### src/sv/aalf_pkg.sv
// ----------------------------------------------------------------------------
// aalf_pkg
// shared constants, register codes, controller states and command types
// ----------------------------------------------------------------------------
package aalf_pkg;

  localparam int WINDOW_DEPTH_DEF = 10;
  localparam int STORE_SLOTS_DEF  = 1024;
  localparam int CODE_BITS_DEF    = 12;

  localparam int OUT_W      = 16;
  localparam int SLOT_OUT_W = 10;
  localparam int FRAC_W     = 16;
  localparam int CFG_W      = 16;

  localparam int APB_DW     = 32;
  localparam int APB_AW     = 3;
  localparam int APB_IDX_LSB = 2;

  localparam logic [CFG_W-1:0] ALPHA_RST = 16'd25288;
  localparam logic [CFG_W-1:0] FS_RST    = 16'd33000;

  localparam int DIV_STEPS = OUT_W;
  localparam int DIV_CNT_W = $clog2(DIV_STEPS);

  typedef enum logic [0:0] {
    REG_ALPHA = 1'b0,
    REG_FS    = 1'b1
  } reg_idx_t;

  typedef enum logic [2:0] {
    ST_IDLE,
    ST_MUL1,
    ST_MUL2,
    ST_MUL3,
    ST_DLOAD,
    ST_DIV,
    ST_HOLD
  } state_t;

  typedef struct packed {
    logic load;
    logic mul1;
    logic mul2;
    logic mul3;
    logic div_load;
    logic div_step;
    logic out_load;
  } cmd_t;

  typedef struct packed {
    logic out_full;
  } sts_t;

endpackage

### src/sv/adc_average_lowpass_filter.sv
// ----------------------------------------------------------------------------
// adc_average_lowpass_filter
// sequence: accept, products in states mul1 to mul3, divider load, the
//   one-bit-per-cycle average divider (16 steps) and the result load, which
//   waits while a held result is stalled; one request at a time, the next
//   is accepted only after the result load
// reset: synchronous active-low; clears the window, sum, fill count,
//   low-pass state and slot counter, alpha to 25288 and full scale to 33000
// ----------------------------------------------------------------------------
module adc_average_lowpass_filter #(
  parameter int WINDOW_DEPTH = aalf_pkg::WINDOW_DEPTH_DEF,
  parameter int STORE_SLOTS  = aalf_pkg::STORE_SLOTS_DEF,
  parameter int CODE_BITS    = aalf_pkg::CODE_BITS_DEF
) (
  input  logic                             clk,
  input  logic                             rst_n,
  input  logic                             in_valid,
  output logic                             in_stall,
  input  logic [CODE_BITS-1:0]             in_adc_code,
  output logic                             out_valid,
  input  logic                             out_stall,
  output logic [aalf_pkg::OUT_W-1:0]       out_raw_units,
  output logic [aalf_pkg::OUT_W-1:0]       out_average_units,
  output logic [aalf_pkg::OUT_W-1:0]       out_lowpass_units,
  output logic [aalf_pkg::SLOT_OUT_W-1:0]  out_store_slot,
  input  logic                             psel,
  input  logic                             penable,
  input  logic                             pwrite,
  input  logic [aalf_pkg::APB_AW-1:0]      paddr,
  input  logic [aalf_pkg::APB_DW-1:0]      pwdata,
  output logic [aalf_pkg::APB_DW-1:0]      prdata,
  output logic                             pready
);

  aalf_pkg::cmd_t              cmd;
  aalf_pkg::sts_t              sts;
  logic [aalf_pkg::CFG_W-1:0]  alpha;
  logic [aalf_pkg::CFG_W-1:0]  fs;

  aalf_regs u_regs (
    .clk     (clk),
    .rst_n   (rst_n),
    .psel    (psel),
    .penable (penable),
    .pwrite  (pwrite),
    .paddr   (paddr),
    .pwdata  (pwdata),
    .prdata  (prdata),
    .pready  (pready),
    .alpha   (alpha),
    .fs      (fs)
  );

  aalf_ctrl u_ctrl (
    .clk       (clk),
    .rst_n     (rst_n),
    .in_valid  (in_valid),
    .in_stall  (in_stall),
    .out_stall (out_stall),
    .sts       (sts),
    .cmd       (cmd)
  );

  aalf_dp #(
    .WINDOW_DEPTH (WINDOW_DEPTH),
    .STORE_SLOTS  (STORE_SLOTS),
    .CODE_BITS    (CODE_BITS)
  ) u_dp (
    .clk               (clk),
    .rst_n             (rst_n),
    .cmd               (cmd),
    .sts               (sts),
    .in_adc_code       (in_adc_code),
    .alpha             (alpha),
    .fs                (fs),
    .out_valid         (out_valid),
    .out_stall         (out_stall),
    .out_raw_units     (out_raw_units),
    .out_average_units (out_average_units),
    .out_lowpass_units (out_lowpass_units),
    .out_store_slot    (out_store_slot)
  );

endmodule

### src/sv/aalf_regs.sv
// ----------------------------------------------------------------------------
// aalf_regs
// configuration registers behind the apb port: low-pass alpha and full scale
// ----------------------------------------------------------------------------
module aalf_regs (
  input  logic                         clk,
  input  logic                         rst_n,
  input  logic                         psel,
  input  logic                         penable,
  input  logic                         pwrite,
  input  logic [aalf_pkg::APB_AW-1:0]  paddr,
  input  logic [aalf_pkg::APB_DW-1:0]  pwdata,
  output logic [aalf_pkg::APB_DW-1:0]  prdata,
  output logic                         pready,
  output logic [aalf_pkg::CFG_W-1:0]   alpha,
  output logic [aalf_pkg::CFG_W-1:0]   fs
);

  aalf_pkg::reg_idx_t           idx;
  logic                         wr_en;
  logic [aalf_pkg::CFG_W-1:0]   alpha_r;
  logic [aalf_pkg::CFG_W-1:0]   fs_r;
  logic [aalf_pkg::CFG_W-1:0]   rd_val;

  assign idx    = aalf_pkg::reg_idx_t'(paddr[aalf_pkg::APB_IDX_LSB]);
  assign pready = 1'b1;
  assign wr_en  = psel & penable & pwrite & pready;

  always_ff @(posedge clk) begin
    if (!rst_n) begin
      alpha_r <= aalf_pkg::ALPHA_RST;
      fs_r    <= aalf_pkg::FS_RST;
    end else if (wr_en) begin
      case (idx)
        aalf_pkg::REG_ALPHA: alpha_r <= pwdata[aalf_pkg::CFG_W-1:0];
        aalf_pkg::REG_FS:    fs_r    <= pwdata[aalf_pkg::CFG_W-1:0];
        default: ;
      endcase
    end
  end

  always_comb begin
    case (idx)
      aalf_pkg::REG_ALPHA: rd_val = alpha_r;
      aalf_pkg::REG_FS:    rd_val = fs_r;
      default:             rd_val = '0;
    endcase
  end

  assign prdata = aalf_pkg::APB_DW'(rd_val);
  assign alpha  = alpha_r;
  assign fs     = fs_r;

endmodule

### src/sv/aalf_div.sv
// ----------------------------------------------------------------------------
// aalf_div
// restoring divider, one quotient bit per step, quotient known to fit
// ----------------------------------------------------------------------------
module aalf_div #(
  parameter int DIVIDEND_W = 28,
  parameter int DIVISOR_W  = 12,
  parameter int QUO_W      = 16
) (
  input  logic                  clk,
  input  logic                  load,
  input  logic                  step,
  input  logic [DIVIDEND_W-1:0] dividend,
  input  logic [DIVISOR_W-1:0]  divisor,
  output logic [QUO_W-1:0]      quotient
);

  logic [DIVISOR_W-1:0] rem_r;
  logic [DIVISOR_W-1:0] rem_nxt;
  logic [QUO_W-1:0]     lo_r;
  logic [QUO_W-1:0]     lo_nxt;
  logic [DIVISOR_W-1:0] dvs_r;
  logic [DIVISOR_W:0]   trial;
  logic [DIVISOR_W:0]   diff;
  logic                 fit;

  always_comb begin
    trial   = {rem_r, lo_r[QUO_W-1]};
    diff    = trial - {1'b0, dvs_r};
    fit     = (trial >= {1'b0, dvs_r});
    rem_nxt = rem_r;
    lo_nxt  = lo_r;
    if (load) begin
      // upper part is already below the divisor
      rem_nxt = DIVISOR_W'(dividend[DIVIDEND_W-1:QUO_W]);
      lo_nxt  = dividend[QUO_W-1:0];
    end else if (step) begin
      rem_nxt = fit ? diff[DIVISOR_W-1:0] : trial[DIVISOR_W-1:0];
      lo_nxt  = {lo_r[QUO_W-2:0], fit};
    end
  end

  always_ff @(posedge clk) begin
    rem_r <= rem_nxt;
    lo_r  <= lo_nxt;
    if (load) begin
      dvs_r <= divisor;
    end
  end

  assign quotient = lo_r;

endmodule

### src/sv/aalf_dp.sv
// ----------------------------------------------------------------------------
// aalf_dp
// datapath: averaging window, low-pass state, scaling products, dividers
// and the result register
// ----------------------------------------------------------------------------
module aalf_dp #(
  parameter int WINDOW_DEPTH = aalf_pkg::WINDOW_DEPTH_DEF,
  parameter int STORE_SLOTS  = aalf_pkg::STORE_SLOTS_DEF,
  parameter int CODE_BITS    = aalf_pkg::CODE_BITS_DEF
) (
  input  logic                             clk,
  input  logic                             rst_n,
  input  aalf_pkg::cmd_t                   cmd,
  output aalf_pkg::sts_t                   sts,
  input  logic [CODE_BITS-1:0]             in_adc_code,
  input  logic [aalf_pkg::CFG_W-1:0]       alpha,
  input  logic [aalf_pkg::CFG_W-1:0]       fs,
  output logic                             out_valid,
  input  logic                             out_stall,
  output logic [aalf_pkg::OUT_W-1:0]       out_raw_units,
  output logic [aalf_pkg::OUT_W-1:0]       out_average_units,
  output logic [aalf_pkg::OUT_W-1:0]       out_lowpass_units,
  output logic [aalf_pkg::SLOT_OUT_W-1:0]  out_store_slot
);

  localparam int FRAC_W  = aalf_pkg::FRAC_W;
  localparam int CFG_W   = aalf_pkg::CFG_W;
  localparam int OUT_W   = aalf_pkg::OUT_W;
  localparam int FILL_W  = $clog2(WINDOW_DEPTH + 1);
  localparam int PTR_W   = (WINDOW_DEPTH > 1) ? $clog2(WINDOW_DEPTH) : 1;
  localparam int SLOT_W  = (STORE_SLOTS > 1) ? $clog2(STORE_SLOTS) : 1;
  localparam int SUM_W   = CODE_BITS + FILL_W;
  localparam int Y_W     = CODE_BITS + FRAC_W;
  localparam int LPP_W   = Y_W + CFG_W + 2;
  localparam int RAWP_W  = CODE_BITS + CFG_W;
  localparam int AVGP_W  = SUM_W + CFG_W;
  localparam int LPFS_W  = Y_W + CFG_W;
  localparam int FOLD_W  = RAWP_W;

  typedef struct packed {
    logic [FOLD_W-1:0] rem;
    logic [OUT_W-1:0]  quo;
  } fold_t;

  logic [CODE_BITS-1:0]     code_max;
  logic [CODE_BITS-1:0]     code_r;
  logic [CODE_BITS-1:0]     old_r;
  logic [CODE_BITS-1:0]     win_r [WINDOW_DEPTH];
  logic [PTR_W-1:0]         ptr_r;
  logic [PTR_W-1:0]         ptr_nxt;
  logic [FILL_W-1:0]        fill_r;
  logic [FILL_W-1:0]        fill_nxt;
  logic [SUM_W-1:0]         sum_r;
  logic [SUM_W-1:0]         sum_nxt;
  logic [Y_W-1:0]           y_r;
  logic [Y_W-1:0]           y_nxt;
  logic [SLOT_W-1:0]        slot_r;
  logic [SLOT_W-1:0]        slot_nxt;
  logic [SLOT_W-1:0]        slot_item_r;

  logic signed [Y_W:0]      diff_s;
  logic signed [CFG_W:0]    alpha_s;
  logic signed [LPP_W-1:0]  lp_prod_nxt;
  logic signed [LPP_W-1:0]  lp_prod_r;
  logic signed [Y_W+1:0]    lp_step;
  logic signed [Y_W+1:0]    y_sum;

  logic [RAWP_W-1:0]        raw_prod_r;
  logic [AVGP_W-1:0]        avg_prod_r;
  logic [LPFS_W-1:0]        lpfs_prod_r;
  logic [SUM_W-1:0]         avg_dvs;

  fold_t                    raw_fold_r;
  fold_t                    raw_fold_nxt;
  fold_t                    lp_fold_r;
  fold_t                    lp_fold_nxt;

  logic [OUT_W-1:0]         raw_q;
  logic [OUT_W-1:0]         avg_q;
  logic [OUT_W-1:0]         lp_q;

  logic                     out_valid_r;
  logic [OUT_W-1:0]         raw_out_r;
  logic [OUT_W-1:0]         avg_out_r;
  logic [OUT_W-1:0]         lp_out_r;
  logic [aalf_pkg::SLOT_OUT_W-1:0] slot_out_r;

  // one folding step of a division by the top code 2^n - 1:
  // h*2^n + l equals h*(2^n - 1) + (h + l)
  function automatic fold_t fold_step(fold_t cur);
    logic [FOLD_W-CODE_BITS-1:0] hi;
    logic [CODE_BITS-1:0]        lo;
    fold_t                       res;
    hi  = cur.rem[FOLD_W-1:CODE_BITS];
    lo  = cur.rem[CODE_BITS-1:0];
    res = cur;
    if (hi != '0) begin
      res.rem = FOLD_W'(hi) + FOLD_W'(lo);
      res.quo = cur.quo + OUT_W'(hi);
    end else if (lo == '1) begin
      res.rem = '0;
      res.quo = cur.quo + 1'b1;
    end
    return res;
  endfunction

  assign code_max = '1;

  // window bookkeeping
  always_comb begin
    ptr_nxt  = (ptr_r == PTR_W'(WINDOW_DEPTH - 1)) ? '0 : ptr_r + 1'b1;
    fill_nxt = (fill_r < FILL_W'(WINDOW_DEPTH)) ? fill_r + 1'b1 : fill_r;
    slot_nxt = (slot_r == SLOT_W'(STORE_SLOTS - 1)) ? '0 : slot_r + 1'b1;
    sum_nxt  = sum_r - SUM_W'(old_r) + SUM_W'(code_r);
  end

  // low-pass step, floor of alpha * (x - y) / 2^16
  always_comb begin
    diff_s      = $signed({1'b0, code_r, FRAC_W'(0)}) - $signed({1'b0, y_r});
    alpha_s     = $signed({1'b0, alpha});
    lp_prod_nxt = alpha_s * diff_s;
    lp_step     = lp_prod_r[LPP_W-1:FRAC_W];
    y_sum       = $signed({2'b00, y_r}) + lp_step;
    y_nxt       = y_sum[Y_W-1:0];
  end

  assign avg_dvs = code_max * fill_r;

  always_ff @(posedge clk) begin
    if (!rst_n) begin
      for (int i = 0; i < WINDOW_DEPTH; i++) begin
        win_r[i] <= '0;
      end
      ptr_r  <= '0;
      fill_r <= '0;
      sum_r  <= '0;
      y_r    <= '0;
      slot_r <= '0;
    end else begin
      if (cmd.load) begin
        win_r[ptr_r] <= in_adc_code;
        ptr_r        <= ptr_nxt;
        fill_r       <= fill_nxt;
        slot_r       <= slot_nxt;
      end
      if (cmd.mul1) begin
        sum_r <= sum_nxt;
      end
      if (cmd.mul2) begin
        y_r <= y_nxt;
      end
    end
  end

  always_ff @(posedge clk) begin
    if (cmd.load) begin
      code_r      <= in_adc_code;
      old_r       <= win_r[ptr_r];
      slot_item_r <= slot_r;
    end
    if (cmd.mul1) begin
      raw_prod_r <= code_r * fs;
      lp_prod_r  <= lp_prod_nxt;
    end
    if (cmd.mul2) begin
      avg_prod_r <= sum_r * fs;
    end
    if (cmd.mul3) begin
      lpfs_prod_r <= y_r * fs;
    end
  end

  // raw and low-pass readings: division by the top code by folding,
  // done well within the divider steps
  always_comb begin
    raw_fold_nxt = raw_fold_r;
    lp_fold_nxt  = lp_fold_r;
    if (cmd.div_load) begin
      raw_fold_nxt = '{rem: raw_prod_r, quo: '0};
      // fractional bits dropped first, then divided by the top code
      lp_fold_nxt  = '{rem: FOLD_W'(lpfs_prod_r[LPFS_W-1:FRAC_W]), quo: '0};
    end else if (cmd.div_step) begin
      raw_fold_nxt = fold_step(raw_fold_r);
      lp_fold_nxt  = fold_step(lp_fold_r);
    end
  end

  always_ff @(posedge clk) begin
    raw_fold_r <= raw_fold_nxt;
    lp_fold_r  <= lp_fold_nxt;
  end

  assign raw_q = raw_fold_r.quo;
  assign lp_q  = lp_fold_r.quo;

  aalf_div #(
    .DIVIDEND_W (AVGP_W),
    .DIVISOR_W  (SUM_W),
    .QUO_W      (OUT_W)
  ) u_div_avg (
    .clk      (clk),
    .load     (cmd.div_load),
    .step     (cmd.div_step),
    .dividend (avg_prod_r),
    .divisor  (avg_dvs),
    .quotient (avg_q)
  );

  // result register
  always_ff @(posedge clk) begin
    if (!rst_n) begin
      out_valid_r <= 1'b0;
    end else if (cmd.out_load) begin
      out_valid_r <= 1'b1;
    end else if (out_valid_r && !out_stall) begin
      out_valid_r <= 1'b0;
    end
  end

  always_ff @(posedge clk) begin
    if (cmd.out_load) begin
      raw_out_r  <= raw_q;
      avg_out_r  <= avg_q;
      lp_out_r   <= lp_q;
      slot_out_r <= aalf_pkg::SLOT_OUT_W'(slot_item_r);
    end
  end

  assign sts.out_full      = out_valid_r;
  assign out_valid         = out_valid_r;
  assign out_raw_units     = raw_out_r;
  assign out_average_units = avg_out_r;
  assign out_lowpass_units = lp_out_r;
  assign out_store_slot    = slot_out_r;

`ifndef SYNTHESIS
  a_sum_bound: assert property (@(posedge clk) disable iff (!rst_n)
    sum_r <= avg_dvs)
    else $error("window sum exceeds fill count times top code");

  a_lp_range: assert property (@(posedge clk) disable iff (!rst_n)
    y_r <= {code_max, FRAC_W'(0)})
    else $error("low-pass state out of range");

  a_fill_sat: assert property (@(posedge clk) disable iff (!rst_n)
    (fill_r == FILL_W'(WINDOW_DEPTH)) |=> (fill_r == FILL_W'(WINDOW_DEPTH)))
    else $error("fill count left saturation");

  a_fold_done: assert property (@(posedge clk) disable iff (!rst_n)
    cmd.out_load |-> ((raw_fold_r.rem < FOLD_W'(code_max)) &&
                      (lp_fold_r.rem < FOLD_W'(code_max))))
    else $error("division by the top code not finished");
`endif

endmodule

### src/sv/aalf_ctrl.sv
// ----------------------------------------------------------------------------
// aalf_ctrl
// sequencer: accept, products in states mul1 to mul3, divider load and steps, result
// ----------------------------------------------------------------------------
module aalf_ctrl (
  input  logic            clk,
  input  logic            rst_n,
  input  logic            in_valid,
  output logic            in_stall,
  input  logic            out_stall,
  input  aalf_pkg::sts_t  sts,
  output aalf_pkg::cmd_t  cmd
);

  aalf_pkg::state_t                state_r;
  aalf_pkg::state_t                state_nxt;
  logic [aalf_pkg::DIV_CNT_W-1:0]  cnt_r;
  logic [aalf_pkg::DIV_CNT_W-1:0]  cnt_nxt;
  logic                            div_last;
  logic                            out_free;

  assign div_last = (cnt_r == aalf_pkg::DIV_CNT_W'(aalf_pkg::DIV_STEPS - 1));
  assign out_free = !sts.out_full || !out_stall;

  always_ff @(posedge clk) begin
    if (!rst_n) begin
      state_r <= aalf_pkg::ST_IDLE;
      cnt_r   <= '0;
    end else begin
      state_r <= state_nxt;
      cnt_r   <= cnt_nxt;
    end
  end

  // next state
  always_comb begin
    state_nxt = state_r;
    cnt_nxt   = '0;
    case (state_r)
      aalf_pkg::ST_IDLE: begin
        if (in_valid) begin
          state_nxt = aalf_pkg::ST_MUL1;
        end
      end
      aalf_pkg::ST_MUL1:  state_nxt = aalf_pkg::ST_MUL2;
      aalf_pkg::ST_MUL2:  state_nxt = aalf_pkg::ST_MUL3;
      aalf_pkg::ST_MUL3:  state_nxt = aalf_pkg::ST_DLOAD;
      aalf_pkg::ST_DLOAD: state_nxt = aalf_pkg::ST_DIV;
      aalf_pkg::ST_DIV: begin
        if (div_last) begin
          state_nxt = aalf_pkg::ST_HOLD;
        end else begin
          cnt_nxt = cnt_r + 1'b1;
        end
      end
      aalf_pkg::ST_HOLD: begin
        if (out_free) begin
          state_nxt = aalf_pkg::ST_IDLE;
        end
      end
      default: state_nxt = aalf_pkg::ST_IDLE;
    endcase
  end

  // outputs
  always_comb begin
    cmd      = '0;
    in_stall = 1'b1;
    case (state_r)
      aalf_pkg::ST_IDLE: begin
        in_stall = 1'b0;
        cmd.load = in_valid;
      end
      aalf_pkg::ST_MUL1:  cmd.mul1     = 1'b1;
      aalf_pkg::ST_MUL2:  cmd.mul2     = 1'b1;
      aalf_pkg::ST_MUL3:  cmd.mul3     = 1'b1;
      aalf_pkg::ST_DLOAD: cmd.div_load = 1'b1;
      aalf_pkg::ST_DIV:   cmd.div_step = 1'b1;
      aalf_pkg::ST_HOLD:  cmd.out_load = out_free;
      default: ;
    endcase
  end

`ifndef SYNTHESIS
  a_no_overwrite: assert property (@(posedge clk) disable iff (!rst_n)
    cmd.out_load |-> !(sts.out_full && out_stall))
    else $error("result register overwritten while stalled");

  a_div_length: assert property (@(posedge clk) disable iff (!rst_n)
    (state_r == aalf_pkg::ST_DIV && div_last) |=> (state_r == aalf_pkg::ST_HOLD))
    else $error("divide did not finish after its last step");
`endif

endmodule
### config.mk
export PLATFORM = sky130hd
export DESIGN_NAME = adc_average_lowpass_filter
export DESIGN_NICKNAME = d
export VERILOG_FILES = /design/src/sv/aalf_pkg.sv /design/src/sv/adc_average_lowpass_filter.sv /design/src/sv/aalf_regs.sv /design/src/sv/aalf_div.sv /design/src/sv/aalf_dp.sv /design/src/sv/aalf_ctrl.sv
export SDC_FILE = /design/constraint.sdc
export NUM_CORES = 2
export LEC_CHECK = 0
export BUFFER_PORTS_ARGS = -buffer_cell sky130_fd_sc_hd__clkbuf_2
export CAP_MARGIN = 20
export CORE_AREA = 2 2 356 358
export DETAILED_ROUTE_END_ITERATION = 8
export DIE_AREA = 0 0 358 360
export PLACE_DENSITY = 0.73
export RECOVER_POWER = 25
export SKIP_LAST_GASP = 1
export SYNTH_ARGS = -nofsm -noshare
export SYNTH_HDL_FRONTEND = slang
export SYNTH_SLANG_ARGS = --single-unit
### constraint.sdc
create_clock -name clk -period 10.6 [get_ports clk]
set_input_delay 0.53 -clock clk [delete_from_list [all_inputs] [get_ports clk]]
set_output_delay 0.53 -clock clk [all_outputs]
set_load 0.02 [all_outputs]
==> run_results.csv <==
group,metric,value,unit
run_status,status,"finished, violations left",
run_status,violations,"capacitance limit, slew limit",
layout,final_util,0.628,
hold_path,hold_depth,3,
routing,ant_nets,0,
floorplan,initial_utilization,0.595,
sta,slew_violations,243,
critical_path,cp_slowest_stage_delay,0.95,ns
layout,drive_gt1_frac,0.0547,
critical_path,critPathKind,"reg -> reg",
sta,rsz0062_at_grt,"false",
layout,layout.cells.non_filler,9255,
critical_path,start_kind,"flop",
critical_path,arrival,9.55,ns
global_route,antenna_found_initial,3,
floorplan,io_pins,147,
sta,hold_viol,0,
global_route,grt_overflow_total,0,
sta,layout_min_cycle_time,9.11,ns
flow_run,drv_cap,5,
global_route,grt_pass1_vias,55679,
routing,drc,0,
sta,clock.fmax,110,MHz
cts,cts_hold_buf,0,
synthesis,async_reset_ff_frac,0,
synthesis,syn_area_per_cell,9.69,um2
cts,cts-htree-levels,3,
cts,cts_buffers,70,
critical_path,worstSetupStartpoint,"u_dp.y_r[2]",
critical_path,path_max_fanout,22,
cts,cts_setup_buffers,0,
sta,min_period_over_period,0.860,
synthesis,synthCells,7674,
routing,vias_per_cell,5.73,
cts,cts_resized,0,
critical_path,r2r_cells,29,
critical_path,r2r-start,"u_dp.y_r[2]",
sta,tightest_slew,3.56,ns
synthesis,synth_edf_count,504,
layout,layout.nets,9287,
routing,wirelength,182000,um
cts,cts_max_path_buffers,3,
placed_design,dp.cells,9118,
placed_design,detailed_place.area,76200,um2
routing,wire_per_inst,19.7,um
synthesis,synth.ff_latch_count,638,
floorplan,rows,130,
hold_path,hold_class,"in -> reg",
sta,finalSetupViolations,0,
cts,numClockSinks,638,
routing,drt_pass1_iterations,8,
synthesis,ys.flop_type,"edfxtp_1",
floorplan,die_width,358,um
placed_design,hpwlAfterDp,133000,um
layout,finish.instance_area,78500,um2
global_route,grt_use_total,0.292,
hold_path,hp-start,"pwdata[15]",
global_route,grt_max_degree,66,
cts,clkLatencyLatePin,0.69,ns
critical_path,cp-end-kind,"flop",
routing,drt-initial-drc-count,4295,
routing,via_count,52985,
placed_design,port_buffers,111,
synthesis,ys_warn_count,0,
critical_path,critical-path-slowest-cell,"dfxtp_1",
synthesis,synth.distinct_cells,88,
floorplan,dieArea,129000,um2
cts,cts_tree,"yes",
cts,cts_root_buf,"clkbuf_16",
floorplan,die_height,360,um
critical_path,cp_data_required_time,11.04,ns
sta,maxSlewHeadroom,-1.37,
sta,worst_clock_skew,0.0350,ns
layout,num_antenna_cells,0,
sta,fin_setup_tns,0,ns
global_route,grt_pass1_wl,296000,um
placed_design,gp_congestion,0.902,
layout,syn2layout_area_growth,5.55,%
cts,clk_pin_slew,0.06,ns
synthesis,syn_area,74400,um2
floorplan,core,125000,um2
synthesis,ys_seq_area_frac,0.240,
[layout make-up]
class / count / area (um2)
inverter: 1451 / 5450
clock inverter: 51 / 524
clock buffer: 77 / 1780
fill: 10263 / 46400
multi-input combinational: 5159 / 49400
sequential: 638 / 17800
timing repair buffer: 229 / 1420
tap: 1650 / 2060
[through the flow]
stage,worst slack (ns),hold WS (ns)
5_1_grt,1.07,0.0818
3_3_place_gp,1.70,0.405
6_report,1.49,0.0883
3_5_place_dp,1.60,0.405
4_1_cts,1.59,0.0476
2_1_floorplan,2.51,0.400
[sequential cells by signal, indices dropped and copies added, names as in the netlist, 28 cells and up]
| register | cells |
|---|---|
| u_dp.avg_prod_r | 32 |
| u_dp.lp_fold_r | 28 |
| u_dp.lp_prod_r | 28 |
| u_dp.lpfs_prod_r | 28 |
| u_dp.raw_fold_r | 28 |
| u_dp.raw_prod_r | 28 |
| u_dp.win_r | 192 |
| u_dp.y_r | 28 |
[worst paths after layout]
path                            end  slack [ns]
min                   u_regs.fs[15]        0.09
max              u_dp.lp_prod_r[43]        1.49
min reg2reg  u_dp.out_store_slot[2]        0.42
max reg2reg      u_dp.lp_prod_r[43]        1.49
[per-layer routing]
metal	routed length [um]	vias to the layer above	part of all wire	global-route usage
met2	84300	2326	0.46	0.467
li1	-	23673	-	-
met1	74900	26585	0.41	0.403
met5	39	-	0.00021	0
met4	6200	6	0.034	0.0961
met3	16800	395	0.092	0.0567
[cells in the final DEF (no fill, tap or decap), types with 23 or more instances in the layout]
cell type  count
a21o_1        74
buf_4        105
clkbuf_2      39
dfxtp_1      111
a22o_1        27
clkbuf_1      84
nor2b_1       52
and2_1       460
mux4_2        60
xor2_1        74
o21bai_1      23
nor2_1       265
o21ai_0      136
o21a_1        38
nand3_1      108
inv_1       1446
ha_1         530
a31oi_1       25
edfxtp_1     504
xnor2_1      154
nand2_1     1246
fa_1        1154
nand2b_1      38
clkbuf_16     70
and3_1        29
nand4_1       39
a21oi_1      225
nor3_1        74
[Yosys cell counts (9+ instances only)]
cell type | n | area (um2)
fa_1 | 1154 | 23100
dfxtp_1 | 134 | 2680
edfxtp_1 | 504 | 15100
xnor2_1 | 155 | 1360
a21o_1 | 74 | 556
buf_4 | 17 | 128
xor2_1 | 75 | 657
nand2_2 | 10 | 62.6
and2_1 | 463 | 2900
mux2i_1 | 20 | 200
buf_2 | 11 | 55.1
o311a_1 | 11 | 110
or3_1 | 19 | 119
o21a_1 | 38 | 285
ha_1 | 530 | 6630
a211oi_1 | 20 | 150
a211o_1 | 13 | 114
inv_1 | 1449 | 5440
clkbuf_1 | 383 | 1440
nor2_1 | 266 | 998
nand2_1 | 1246 | 4680
nor2b_1 | 52 | 325
buf_1 | 24 | 90.1
a41oi_1 | 9 | 78.8
nand2b_1 | 39 | 244
nor4_1 | 20 | 125
o31ai_1 | 12 | 90.1
o21ai_0 | 137 | 686
a22o_1 | 27 | 236
nand3_1 | 108 | 541
o21bai_1 | 23 | 173
a31oi_1 | 25 | 156
a21oi_1 | 226 | 1130
mux2_2 | 17 | 191
nor3_1 | 74 | 370
and3_1 | 29 | 181
o211ai_1 | 16 | 120
nand4_1 | 39 | 244
or2_2 | 14 | 87.6
nand3b_1 | 11 | 82.6
mux4_2 | 60 | 1350
[logic make-up after synthesis]
kind of cell             Yosys count  share of synthesized area
multiplexers                      97                     0.0234
buffers and inverters           1892                     0.0971
other                              2                   0.000101
adder cells (fa/ha/maj)         1684                      0.400
flip-flops                       638                      0.240
AO/OA/AOI/OAI                    712                     0.0619
XOR/XNOR                         232                     0.0275
AND/OR/NAND/NOR                 2417                      0.151
[critical path: cells and delay by family (launching register included)]
kind	cells	cell delay (ns)
adders and majority gates	7	3.32
AOI/OAI and AO/OA	9	2.03
and+or+nand+nor	5	1.54
DFF	1	0.95
buffers and inverters	6	0.76
xor gates and xnor gates	2	0.26
Power is left out: the tool's default activity adds up to more than one toggle a clock period on the data nets, which glitch-free logic cannot reach.
